## config.mk

```make
export PLATFORM = sky130hd
export DESIGN_NAME = timed_actuator_pulse_controller_core
export DESIGN_NICKNAME = d
export VERILOG_FILES = /design/src/rtl/core/tapc_pkg.sv /design/src/rtl/core/tapc_grip.sv /design/src/rtl/core/tapc_pulse.sv /design/src/rtl/core/timed_actuator_pulse_controller_core.sv
export SDC_FILE = /design/constraint.sdc
export NUM_CORES = 1
export LEC_CHECK = 0
export ABC_AREA = 0
export BUFFER_PORTS_ARGS = -buffer_cell sky130_fd_sc_hd__clkbuf_2
export CORE_MARGIN = 3
export CORE_UTILIZATION = 57
export CTS_BUF_LIST = sky130_fd_sc_hd__clkbuf_2 sky130_fd_sc_hd__clkbuf_4 sky130_fd_sc_hd__clkbuf_8
export CTS_CLUSTER_SIZE = 40
export DETAILED_ROUTE_END_ITERATION = 8
export PLACE_DENSITY = 0.79
export SETUP_SLACK_MARGIN = 0.4
export SYNTH_ARGS = -nofsm -noshare
export SYNTH_HDL_FRONTEND = slang
export SYNTH_HIERARCHICAL = 1
export SYNTH_SLANG_ARGS = --single-unit
export TNS_END_PERCENT = 50
```

## constraint.sdc

```tcl
create_clock -name clk -period 9.4 [get_ports clk]
set_clock_uncertainty 0.15 [all_clocks]
set_input_delay 1.88 -clock clk [delete_from_list [all_inputs] [get_ports clk]]
set_output_delay 1.88 -clock clk [all_outputs]
set_load 0.01 [all_outputs]
```

## src/rtl/core/tapc_pkg.sv

```systemverilog
// Shared types and constants for the timed actuator pulse controller.
// No dependencies; every other file in rtl/core uses it by scoped names.
package tapc_pkg;

    // Request field widths
    localparam int OPCODE_W   = 2;
    localparam int PULSE_MS_W = 21;
    localparam int EVENT_W    = 3;
    localparam int ZPOS_W     = 32;
    localparam int AGE_W      = 8;
    localparam int BEAT_W     = 16;
    localparam int CFG_IDX_W  = 1;
    localparam int CFG_DATA_W = 16;

    // Opcodes (opcode 3 behaves as tick only)
    localparam logic [OPCODE_W-1:0] OP_TICK  = 2'd0;
    localparam logic [OPCODE_W-1:0] OP_START = 2'd1;
    localparam logic [OPCODE_W-1:0] OP_STOP  = 2'd2;

    // Event codes
    localparam logic [EVENT_W-1:0] EV_NONE    = 3'd0;
    localparam logic [EVENT_W-1:0] EV_BEAT    = 3'd1;
    localparam logic [EVENT_W-1:0] EV_DONE    = 3'd2;
    localparam logic [EVENT_W-1:0] EV_SEATED  = 3'd3;
    localparam logic [EVENT_W-1:0] EV_HOME    = 3'd4;
    localparam logic [EVENT_W-1:0] EV_STOPPED = 3'd5;

    // Register indexes
    localparam logic [CFG_IDX_W-1:0] CFG_DEBOUNCE  = 1'd0;
    localparam logic [CFG_IDX_W-1:0] CFG_HEARTBEAT = 1'd1;

    // Register reset values
    localparam logic [AGE_W-1:0]  DEBOUNCE_RST  = 8'd30;
    localparam logic [BEAT_W-1:0] HEARTBEAT_RST = 16'd1000;
    localparam logic [AGE_W-1:0]  AGE_MAX       = 8'd255;
    localparam logic [BEAT_W-1:0] BEAT_MAX      = 16'hFFFF;

    // Pulse unit results for one tick
    typedef struct packed {
        logic [EVENT_W-1:0] z_event;
        logic               drive_extend;
        logic               drive_retract;
        logic [ZPOS_W-1:0]  z_position;
    } pulse_res_t;

    // Grip debouncer results for one tick
    typedef struct packed {
        logic grip_report;
        logic grip_holding;
    } grip_res_t;

endpackage

```

## src/rtl/core/tapc_grip.sv

```systemverilog
// Grip switch debouncer and change reporter, one step per accepted tick.
// Depends on tapc_pkg.
module tapc_grip (
    input  logic                      clk,
    input  logic                      rst_n,
    input  logic                      step,
    input  logic                      grip_pressed,
    input  logic [tapc_pkg::AGE_W-1:0] debounce_ms,
    output logic                      grip_stable,   // value before this tick
    output tapc_pkg::grip_res_t       res
);

    logic                       raw_last_reg, raw_last_next;
    logic                       stable_reg, stable_next;
    logic [tapc_pkg::AGE_W-1:0] age_reg, age_next;
    logic                       last_rep_reg, last_rep_next;
    logic                       primed_reg, primed_next;
    logic                       report;

    always_comb
    begin
        raw_last_next = raw_last_reg;
        age_next      = age_reg;
        if (grip_pressed != raw_last_reg)
        begin
            raw_last_next = grip_pressed;
            age_next      = '0;
        end
        else if (age_reg != tapc_pkg::AGE_MAX)
        begin
            age_next = age_reg + 1'b1;
        end

        stable_next = (age_next >= debounce_ms) ? grip_pressed : stable_reg;

        report        = !primed_reg || (stable_next != last_rep_reg);
        last_rep_next = report ? stable_next : last_rep_reg;
        primed_next   = primed_reg | report;
    end

    always_ff @(posedge clk or negedge rst_n)
    begin
        if (!rst_n)
        begin
            raw_last_reg <= 1'b0;
            stable_reg   <= 1'b0;
            age_reg      <= '0;
            last_rep_reg <= 1'b0;
            primed_reg   <= 1'b0;
        end
        else if (step)
        begin
            raw_last_reg <= raw_last_next;
            stable_reg   <= stable_next;
            age_reg      <= age_next;
            last_rep_reg <= last_rep_next;
            primed_reg   <= primed_next;
        end
    end

    assign grip_stable      = stable_reg;
    assign res.grip_report  = report;
    assign res.grip_holding = stable_next;

endmodule

```

## src/rtl/core/tapc_pulse.sv

```systemverilog
// Pulse sequencer: command decode, pulse checks and saturating travel position.
// Depends on tapc_pkg.
module tapc_pulse #(
    parameter int DURATION_WIDTH = 20,
    parameter int POSITION_WIDTH = 32
) (
    input  logic                               clk,
    input  logic                               rst_n,
    input  logic                               step,
    input  logic [tapc_pkg::OPCODE_W-1:0]      opcode,
    input  logic signed [tapc_pkg::PULSE_MS_W-1:0] pulse_ms,
    input  logic                               z_top_pressed,
    input  logic                               grip_stable,
    input  logic [tapc_pkg::BEAT_W-1:0]        heartbeat_ms,
    output tapc_pkg::pulse_res_t               res
);

    localparam int DW = DURATION_WIDTH;
    localparam int PW = POSITION_WIDTH;
    localparam int MW = (DW > tapc_pkg::PULSE_MS_W) ? DW : tapc_pkg::PULSE_MS_W;
    localparam int EW = ((PW > DW) ? PW : DW) + 2;
    localparam logic [MW-1:0] DUR_MAX_M = MW'((64'd1 << DW) - 64'd1);
    localparam logic [DW-1:0] DUR_MAX   = {DW{1'b1}};
    localparam logic signed [PW-1:0] POS_HI = {1'b0, {(PW-1){1'b1}}};
    localparam logic signed [PW-1:0] POS_LO = {1'b1, {(PW-1){1'b0}}};

    logic                      active_reg, active_next;
    logic                      extending_reg, extending_next;
    logic                      armed_reg, armed_next;
    logic [DW-1:0]             length_reg, length_next;
    logic [DW-1:0]             elapsed_reg, elapsed_next;
    logic [tapc_pkg::BEAT_W-1:0] beat_reg, beat_next;
    logic signed [PW-1:0]      position_reg, position_next;

    logic                      start, neg;
    logic [tapc_pkg::PULSE_MS_W-1:0] mag;
    logic [MW-1:0]             mag_m;
    logic                      mv_en, mv_ext, go_home;
    logic [DW-1:0]             mv_ticks;
    logic signed [EW-1:0]      pos_x, tick_x, sum_x;
    logic [tapc_pkg::EVENT_W-1:0] ev;
    logic signed [63:0]        pos_wide;

    always_comb
    begin
        // tick counting for a running pulse
        elapsed_next = elapsed_reg;
        beat_next    = beat_reg;
        if (active_reg)
        begin
            if (elapsed_reg != DUR_MAX)
                elapsed_next = elapsed_reg + 1'b1;
            if (beat_reg != tapc_pkg::BEAT_MAX)
                beat_next = beat_reg + 1'b1;
        end

        active_next    = active_reg;
        extending_next = extending_reg;
        armed_next     = armed_reg;
        length_next    = length_reg;
        mv_en          = 1'b0;
        mv_ext         = extending_reg;
        mv_ticks       = elapsed_next;
        go_home        = 1'b0;
        ev             = tapc_pkg::EV_NONE;

        start = (opcode == tapc_pkg::OP_START) && (pulse_ms != '0);
        neg   = pulse_ms[tapc_pkg::PULSE_MS_W-1];
        mag   = neg ? ('0 - tapc_pkg::PULSE_MS_W'(pulse_ms)) : tapc_pkg::PULSE_MS_W'(pulse_ms);
        mag_m = MW'(mag);

        // command
        if (start)
        begin
            length_next    = DW'((mag_m > DUR_MAX_M) ? DUR_MAX_M : mag_m);
            elapsed_next   = '0;
            beat_next      = '0;
            extending_next = !neg;
            active_next    = 1'b1;
            armed_next     = !neg && grip_stable;
        end
        else if (opcode == tapc_pkg::OP_STOP)
        begin
            mv_en       = active_reg;
            active_next = 1'b0;
            armed_next  = 1'b0;
            ev          = tapc_pkg::EV_STOPPED;
        end

        // pulse checks
        if (active_next)
        begin
            if (extending_next && armed_next && !grip_stable)
            begin
                mv_en       = 1'b1;
                mv_ext      = 1'b1;
                mv_ticks    = elapsed_next;
                active_next = 1'b0;
                armed_next  = 1'b0;
                ev          = tapc_pkg::EV_SEATED;
            end
            else if (!extending_next && z_top_pressed)
            begin
                go_home     = 1'b1;
                active_next = 1'b0;
                armed_next  = 1'b0;
                ev          = tapc_pkg::EV_HOME;
            end
            else if (elapsed_next >= length_next)
            begin
                mv_en       = 1'b1;
                mv_ext      = extending_next;
                mv_ticks    = length_next;
                active_next = 1'b0;
                armed_next  = 1'b0;
                ev          = tapc_pkg::EV_DONE;
            end
            else if (beat_next >= heartbeat_ms)
            begin
                beat_next = '0;
                ev        = tapc_pkg::EV_BEAT;
            end
        end

        // single saturating position update
        pos_x  = EW'(position_reg);
        tick_x = signed'(EW'(mv_ticks));
        sum_x  = mv_ext ? (pos_x + tick_x) : (pos_x - tick_x);
        if (go_home)
            position_next = '0;
        else if (!mv_en)
            position_next = position_reg;
        else if (sum_x > EW'(POS_HI))
            position_next = POS_HI;
        else if (sum_x < EW'(POS_LO))
            position_next = POS_LO;
        else
            position_next = PW'(sum_x);

        pos_wide = 64'(position_next);
    end

    always_ff @(posedge clk or negedge rst_n)
    begin
        if (!rst_n)
        begin
            active_reg    <= 1'b0;
            extending_reg <= 1'b0;
            armed_reg     <= 1'b0;
            length_reg    <= '0;
            elapsed_reg   <= '0;
            beat_reg      <= '0;
            position_reg  <= '0;
        end
        else if (step)
        begin
            active_reg    <= active_next;
            extending_reg <= extending_next;
            armed_reg     <= armed_next;
            length_reg    <= length_next;
            elapsed_reg   <= elapsed_next;
            beat_reg      <= beat_next;
            position_reg  <= position_next;
        end
    end

    assign res.z_event       = ev;
    assign res.drive_extend  = active_next && extending_next;
    assign res.drive_retract = active_next && !extending_next;
    assign res.z_position    = pos_wide[tapc_pkg::ZPOS_W-1:0];

endmodule

```

## src/rtl/core/timed_actuator_pulse_controller_core.sv

```systemverilog
// Top level of the timed actuator pulse controller.
// Depends on tapc_pkg, tapc_pulse and tapc_grip.

// Each request is one millisecond tick and yields exactly one result. A tick
// may start a timed full-power pulse (positive pulse_ms extends, negative
// retracts, zero is ignored) or force an emergency stop; every tick also
// carries the raw grip and top-limit switches. The tick first applies the
// command, then checks the running pulse (seat abort, home stop, end of time,
// heartbeat), then debounces the grip switch. Throughput is one request per
// clock while the output is not stalled: a request is captured in the input
// register, and once the result register is free or being drained the pulse
// and grip logic update their state and load the result register. Input is
// accepted while a finished result waits; it stalls only when the input and
// result registers are both full and the result is not taken. Configuration
// writes (debounce_ms at index 0, heartbeat_ms at index 1) take effect on the
// next clock and should be made only while no request is in flight.
module timed_actuator_pulse_controller_core #(
    parameter int DURATION_WIDTH = 20,
    parameter int POSITION_WIDTH = 32
) (
    input  logic        clk,
    input  logic        rst_n,

    input  logic        s_axis_tvalid,
    output logic        s_axis_tready,
    input  logic [23:0] s_axis_tdata,   // pulse_ms[20:0], grip_pressed, z_top_pressed, pad
    input  logic [1:0]  s_axis_tuser,   // opcode[1:0]

    output logic        m_axis_tvalid,
    input  logic        m_axis_tready,
    output logic [39:0] m_axis_tdata,   // z_event[2:0], grip_report, grip_holding,
                                        // drive_extend, drive_retract, z_position[31:0], pad

    input  logic                              cfg_we,
    input  logic [tapc_pkg::CFG_IDX_W-1:0]    cfg_index,
    input  logic [tapc_pkg::CFG_DATA_W-1:0]   cfg_wdata
);

    // configuration
    logic [tapc_pkg::AGE_W-1:0]  debounce_reg;
    logic [tapc_pkg::BEAT_W-1:0] heartbeat_reg;

    always_ff @(posedge clk or negedge rst_n)
    begin
        if (!rst_n)
        begin
            debounce_reg  <= tapc_pkg::DEBOUNCE_RST;
            heartbeat_reg <= tapc_pkg::HEARTBEAT_RST;
        end
        else if (cfg_we)
        begin
            case (cfg_index)
                tapc_pkg::CFG_DEBOUNCE:  debounce_reg  <= cfg_wdata[tapc_pkg::AGE_W-1:0];
                tapc_pkg::CFG_HEARTBEAT: heartbeat_reg <= cfg_wdata;
                default: ;
            endcase
        end
    end

    // input register
    logic                                   in_valid_reg, in_valid_next;
    logic [tapc_pkg::OPCODE_W-1:0]          opcode_reg;
    logic signed [tapc_pkg::PULSE_MS_W-1:0] pulse_ms_reg;
    logic                                   grip_reg;
    logic                                   top_reg;

    // result register
    logic        out_valid_reg, out_valid_next;
    logic [39:0] out_data_reg;

    logic                  step;   // request in the input register is processed this clock
    logic                  in_take;
    logic                  grip_stable;
    tapc_pkg::pulse_res_t  pulse_res;
    tapc_pkg::grip_res_t   grip_res;

    assign step          = in_valid_reg && (!out_valid_reg || m_axis_tready);
    assign s_axis_tready = !in_valid_reg || step;
    assign in_take       = s_axis_tvalid && s_axis_tready;

    always_comb
    begin
        in_valid_next = in_valid_reg;
        if (in_take)
            in_valid_next = 1'b1;
        else if (step)
            in_valid_next = 1'b0;

        out_valid_next = out_valid_reg;
        if (step)
            out_valid_next = 1'b1;
        else if (m_axis_tready)
            out_valid_next = 1'b0;
    end

    always_ff @(posedge clk or negedge rst_n)
    begin
        if (!rst_n)
        begin
            in_valid_reg  <= 1'b0;
            out_valid_reg <= 1'b0;
        end
        else
        begin
            in_valid_reg  <= in_valid_next;
            out_valid_reg <= out_valid_next;
        end
    end

    always_ff @(posedge clk)
    begin
        if (in_take)
        begin
            pulse_ms_reg <= s_axis_tdata[20:0];
            grip_reg     <= s_axis_tdata[21];
            top_reg      <= s_axis_tdata[22];
            opcode_reg   <= s_axis_tuser;
        end
        if (step)
        begin
            out_data_reg <= {1'b0,
                             pulse_res.z_position,
                             pulse_res.drive_retract,
                             pulse_res.drive_extend,
                             grip_res.grip_holding,
                             grip_res.grip_report,
                             pulse_res.z_event};
        end
    end

    tapc_pulse #(
        .DURATION_WIDTH (DURATION_WIDTH),
        .POSITION_WIDTH (POSITION_WIDTH)
    ) u_pulse (
        .clk           (clk),
        .rst_n         (rst_n),
        .step          (step),
        .opcode        (opcode_reg),
        .pulse_ms      (pulse_ms_reg),
        .z_top_pressed (top_reg),
        .grip_stable   (grip_stable),
        .heartbeat_ms  (heartbeat_reg),
        .res           (pulse_res)
    );

    tapc_grip u_grip (
        .clk          (clk),
        .rst_n        (rst_n),
        .step         (step),
        .grip_pressed (grip_reg),
        .debounce_ms  (debounce_reg),
        .grip_stable  (grip_stable),
        .res          (grip_res)
    );

    assign m_axis_tvalid = out_valid_reg;
    assign m_axis_tdata  = out_data_reg;

    // checks

    // the two drive directions are never on together
    a_drive_excl: assert property (@(posedge clk) disable iff (!rst_n)
        out_valid_reg |-> !(out_data_reg[5] && out_data_reg[6]))
        else $error("extend and retract drive both on");

    // a home stop always leaves the position at zero
    a_home_zero: assert property (@(posedge clk) disable iff (!rst_n)
        (out_valid_reg && out_data_reg[2:0] == tapc_pkg::EV_HOME)
            |-> out_data_reg[38:7] == '0)
        else $error("home event with nonzero position");

    // any pulse-ending event leaves both drives off
    a_end_drive_off: assert property (@(posedge clk) disable iff (!rst_n)
        (out_valid_reg && (out_data_reg[2:0] == tapc_pkg::EV_DONE
                        || out_data_reg[2:0] == tapc_pkg::EV_SEATED
                        || out_data_reg[2:0] == tapc_pkg::EV_HOME
                        || out_data_reg[2:0] == tapc_pkg::EV_STOPPED))
            |-> !out_data_reg[5] && !out_data_reg[6])
        else $error("drive on after pulse end event");

    // with both registers full and the output stalled, no new request enters
    a_full_stall: assert property (@(posedge clk) disable iff (!rst_n)
        (in_valid_reg && out_valid_reg && !m_axis_tready) |-> !s_axis_tready)
        else $error("request accepted with pipeline full");

endmodule
```

======== Word level (Yosys, flattened, before mapping) ========
Cells that the tools add are included.
operators by class
  magnitude comparators ................... 6
  add/sub/neg operators ................... 6
  mux-type cells .......................... 63
  bitwise logic cells ..................... 2
  equality and inequality tests ........... 7
  reductions and logical operators ........ 25
operators by type and width
  kind                     count
  $mux W20                 9
  $mux W16                 8
  $mux W32                 4
  $gt A34 B32 Y1 const B   1
  $lt A34 B32 Y1 const B   1
  $mux W34                 1
  $add A32 B21 Y33         1
  $sub A32 B21 Y33         1
  $mux W1                  31
  $gt A21 B20 Y1 const B   1
  $mux W21                 1
  $mux W3                  7
  $reduce_bool A21 Y1      1
  $sub A1 B21 Y21 const A  1
  $add A20 B1 Y20 const B  1
  $ge A20 B20 Y1           1
  $ne A20 B20 Y1 const B   1
  $add A16 B1 Y16 const B  1
  $ge A16 B16 Y1           1
  $mux W8                  2
  $ne A16 B16 Y1 const B   1
  $logic_and A1 B1 Y1      9
  $add A8 B1 Y8 const B    1
  $ge A8 B8 Y1             1
  10 further kinds         22
word-level totals
  bits in registers ....................... 193
  logic and storage cells ................. 130
  output and inout bits ................... 42

======== Longest topological paths before layout ========
  word-level depth ........................ 17
  depth in mapped cells ................... 42
  depth with buffers taken out ............ 36

======== Cells and area by module ========
The synthesis kept the hierarchy.
modules (own cells, without submodules)
  module                                cells an instance  area an instance (um^2)  times used  sequential area each (um^2)
  tapc_pulse                            1184               9369.0                   1           2277.2
  timed_actuator_pulse_controller_core  126                3021.6                   1           2585.0
  tapc_grip                             100                923.4                    1           300.3

======== Worst setup path before layout ========
OpenSTA, ideal clock, no wires.
  path kind ............................... flip-flop to flip-flop
  start ................................... register pulse_ms_reg[13] (netlist bit)
  end ..................................... register out_data_reg[37], in the netlist m_axis_tdata[37] (data pin)
  setup slack ............................. 61 ps
  data required time ...................... 8985 ps
  library setup time ...................... 265 ps
  arrival ................................. 8924 ps
  stages on the path, launching flop included .. 41
  cell sequence ........................... edfxtp_1 > or4_4 > or3_1 > buf_2 > o41a_1 > buf_6 > buf_2 > clkbuf_1 > or2_2 > ha_1 > nand2b_1 > a2111oi_0 > o41a_1 > o21ai_0 > and4_1 > clkbuf_1 > nand2_1 > clkbuf_1 > [5 not listed] > and2_1 > nand2b_1 > o21ai_0 > xnor2_1 > ha_1 > and3_1 > a221o_1 > a31oi_1 > o21ai_0 > a31o_2 > a41o_1 > a311oi_1 > o21ai_0 > xnor2_1 > o21ai_4 > buf_4 > a21oi_1 > a21oi_1
RTL lines
  what                      RTL line                                     text
  start: declaration        timed_actuator_pulse_controller_core.sv:63   logic signed [tapc_pkg::PULSE_MS_W-1:0] pulse_ms_reg;
  start signal: assignment  timed_actuator_pulse_controller_core.sv:114  pulse_ms_reg <= s_axis_tdata[20:0];
  end signal: assignment    timed_actuator_pulse_controller_core.sv:121  out_data_reg <= {1'b0,
  end: declaration          timed_actuator_pulse_controller_core.sv:69   logic [39:0] out_data_reg;

==> flow_summary.json <==
{
  "status": "finished clean",
  "die_h_um": 159,
  "multiInputGateArea_um2": 7780,
  "drv_slew": 0,
  "synth_warnings": 6,
  "rsz0062_at_grt": "false",
  "largest_register_ffs": 39,
  "synth_top_cell_by_area": "dfrtp_1",
  "layout.nets": 1649,
  "switchingPower_mw": 1.96,
  "antenna_found_initial": 0,
  "yosysTopAreaCellShare_pct": 22.4,
  "grt_pass1_wl_mm": 55.0,
  "post-route-drc-count": 0,
  "swShare_pct": 45.4,
  "io_buffers": 87,
  "worst_slew_pin_slew_ns": 1.20,
  "critPathArrivalTime_ns": 8.84,
  "required_ns": 9.54,
  "htree_levels": 4,
  "ant_nets": 0,
  "vias": 11300,
  "clk_pin_slew_worst_paths_ns": 0.11,
  "drt-initial-drc-count": 1213,
  "async_flop_share_pct": 66.8,
  "path_class": "flip-flop to flip-flop",
  "period_share_pct": 92.5,
  "overflow": 0,
  "first_pass_iters": 6,
  "routed_wl_mm": 33.9,
  "synthFlopType": "dfrtp_1",
  "dpl_cell_area_um2": 14200,
  "max_stage_delay_ns": 0.58,
  "hold_viol_final": 0,
  "worst-path-max-fanout": 18,
  "synth_seq_cells": 193,
  "synth.distinct_cells": 103,
  "fin_area_um2": 14900,
  "dp.final_hpwl_mm": 25.2,
  "grt_pass1_vias": 11000,
  "setup_viol": 0,
  "fin_util_pct": 65.4,
  "comb_power_share_pct": 58.8,
  "ys_seq_area_share_pct": 38.8,
  "start_kind": "flip-flop",
  "crit_path_end_kind": "flip-flop",
  "drive_gt1_share_pct": 21.4,
  "grt_usage_pct": 26.3,
  "worst_hold_slack_ns": 0.349,
  "cts_root_buffer": "clkbuf_8",
  "num-fill-cells": 1825,
  "postSynthNetCount": 1543,
  "synthesis.area_um2": 13300,
  "cts_made_buffers": 17,
  "via_per_inst": 6.15,
  "die_area_um2": 25200,
  "area_growth_pct": 12.0,
  "cp_slowest_cell": "or4_4",
  "clockBufferDepth": 2,
  "max_freq_ghz": 0.115,
  "ios": 90,
  "drv_cap": 0,
  "syn_area_per_cell_um2": 9.44,
  "p_int_mw": 2.36,
  "slew_headroom_pct": 19.7,
  "cellLeakagePower_nw": 6.68,
  "fin_tns_setup_ns": 0,
  "ir_drop_v": 0.000170,
  "start_util_pct": 58.5,
  "synthCells": 1410,
  "seq_area_um2": 5160,
  "p_clk_share_pct": 13.0,
  "pwr-share-seq_pct": 28.2,
  "core_area_um2": 22800,
  "wire_per_inst_um": 18.4,
  "hold_class": "flip-flop to flip-flop",
  "cts_hold_buffers": 0,
  "worstSkewPairLatency_ns": 0.48,
  "synthTopCellsByArea": "dfrtp_1 22%, edfxtp_1 14%, ha_1 7.9%",
  "synth-edff-count": 64,
  "gp_congestion": 0.922,
  "fin_crit_ns": 8.69,
  "clkSinkCount": 193,
  "p_per_area_nw_per_um2": 290,
  "p_total_mw": 4.32,
  "cts_tree": "built",
  "grt_max_degree": 77,
  "rows": 55,
  "die_w_um": 159
}
==> metal layers <==
metal	vias to the layer above	share of wire, %	GRT usage, %
met4	0	2.3	8.56
met2	457	48	43.8
li1	5385	-	-
met5	-	0	0
met3	61	6.9	4.04
met1	5426	43	35.5
==> logic make-up after synthesis <==
family | Yosys count | share of synthesized area (%)
buffers and inverters | 127 | 4.23
flip-flops | 193 | 38.8
AND/OR/NAND/NOR | 418 | 15.6
XOR/XNOR | 96 | 6.32
adder cells (fa/ha/maj) | 86 | 8.13
multiplexers | 76 | 6.79
AO/OA/AOI/OAI | 413 | 20.1
other | 1 | 0.0282
==> power groups by stage <==
stage,Combinational [mW],Sequential (mW),Clock [mW]
2_1_floorplan,1.78,1.19,0
3_3_place_gp,2.28,1.21,0
3_5_place_dp,2.35,1.23,0
4_1_cts,2.39,1.21,0.575
5_1_grt,2.80,1.24,0.608
6_report,2.54,1.22,0.561
==> layout make-up <==
cell class              count  share of cell area (%)
well taps                 313                    2.63
diodes                      1                  0.0168
multi-input cells        1091                    52.2
repair buffers            151                    6.24
clock buffers              17                    1.57
flip-flops and latches    193                    34.6
inverters                  62                    1.56
clock inverters            15                    1.12
==> metrics by stage <==
step,setup WS (ns),std cells
floorplan,0.453,1410
global placement,0.375,1798
detailed placement,0.270,1798
CTS,0.439,1831
global route,0.353,1842
finish,0.705,1843
==> worst max-delay path: cells and delay by family (launching register included) <==
family	cells	cell delay, ns
buffers and inverters	3	0.66
DFF	1	0.45
and+or+nand+nor	15	3.32
xor gates and xnor gates	2	0.35
AOI/OAI and AO/OA	11	2.89
adders and majority gates	2	0.66
==> Yosys cell counts (5+ instances only) <==
library cell	instances
a31oi_1	13
nor2_1	111
buf_1	5
a21oi_2	10
buf_2	8
a2bb2oi_1	8
and4_1	5
xor2_1	30
edfxtp_1	64
dfstp_2	10
clkbuf_1	41
o21bai_1	8
dfrtp_1	119
a21oi_1	115
a22o_1	6
nor2b_1	7
o211ai_1	14
mux2_2	41
mux2_4	18
nand4_1	23
o21a_1	8
buf_4	5
inv_1	61
or2_2	5
a21o_1	26
o21ai_0	110
o32ai_1	10
o2bb2ai_1	5
o31ai_1	10
a41oi_1	9
nor3_1	30
a211oi_1	6
mux2i_1	16
and3_1	8
xnor2_1	66
ha_1	84
and2_1	14
nand2b_1	22
nand3_1	24
nand2_1	129
==> path summary, 6_finish.rpt <==
path / startpoint / to / slack [ns] / cells after the start
max in group asynchronous: rst_n / u_pulse/elapsed_reg[15] / 6.34 / 2
worst max register to register: pulse_ms_reg[13] / m_axis_tdata[21] / 0.71 / 33
worst max-delay path: pulse_ms_reg[13] / m_axis_tdata[21] / 0.71 / 33
worst min-delay path: u_pulse/length_reg[15] / u_pulse/length_reg[15] / 0.35 / 2
min in group asynchronous: rst_n / u_pulse/position_reg[23] / 1.30 / 1
worst min register to register: u_pulse/length_reg[15] / u_pulse/length_reg[15] / 0.35 / 2
==> layout by cell type, fill, tap and decap left out, types with 5 or more instances in the layout <==
cell type,count
nand2_1,128
dfrtp_1,118
a21oi_1,112
nor2_1,110
o21ai_0,104
clkbuf_2,86
ha_1,83
edfxtp_1,64
buf_4,62
xnor2_1,62
inv_1,61
mux2_2,41
xor2_1,30
nor3_1,29
a21o_1,26
nand3_1,23
nand4_1,23
nand2b_1,22
mux2_4,18
clkbuf_8,17
mux2i_1,16
o211ai_1,14
a21oi_2,13
and2_1,12
a31oi_1,12
dfstp_2,10
o32ai_1,10
o31ai_1,9
a41oi_1,9
and3_1,8
o21a_1,8
o21bai_1,8
nor2b_1,7
a22o_1,6
a2bb2oi_1,6
o21ai_1,6
a211oi_1,6
or2_2,5
==> timing repair <==
action                                  in CTS  in global routing
resized for setup                            6                 36
endpoints found under the hold margin        0                  0
endpoints found under the setup margin      29                 62
cloned                                       0                  1
buffers inserted                             1                 10
pin swaps                                    1                 14
Note: power is estimated with default switching activity, not from simulation.
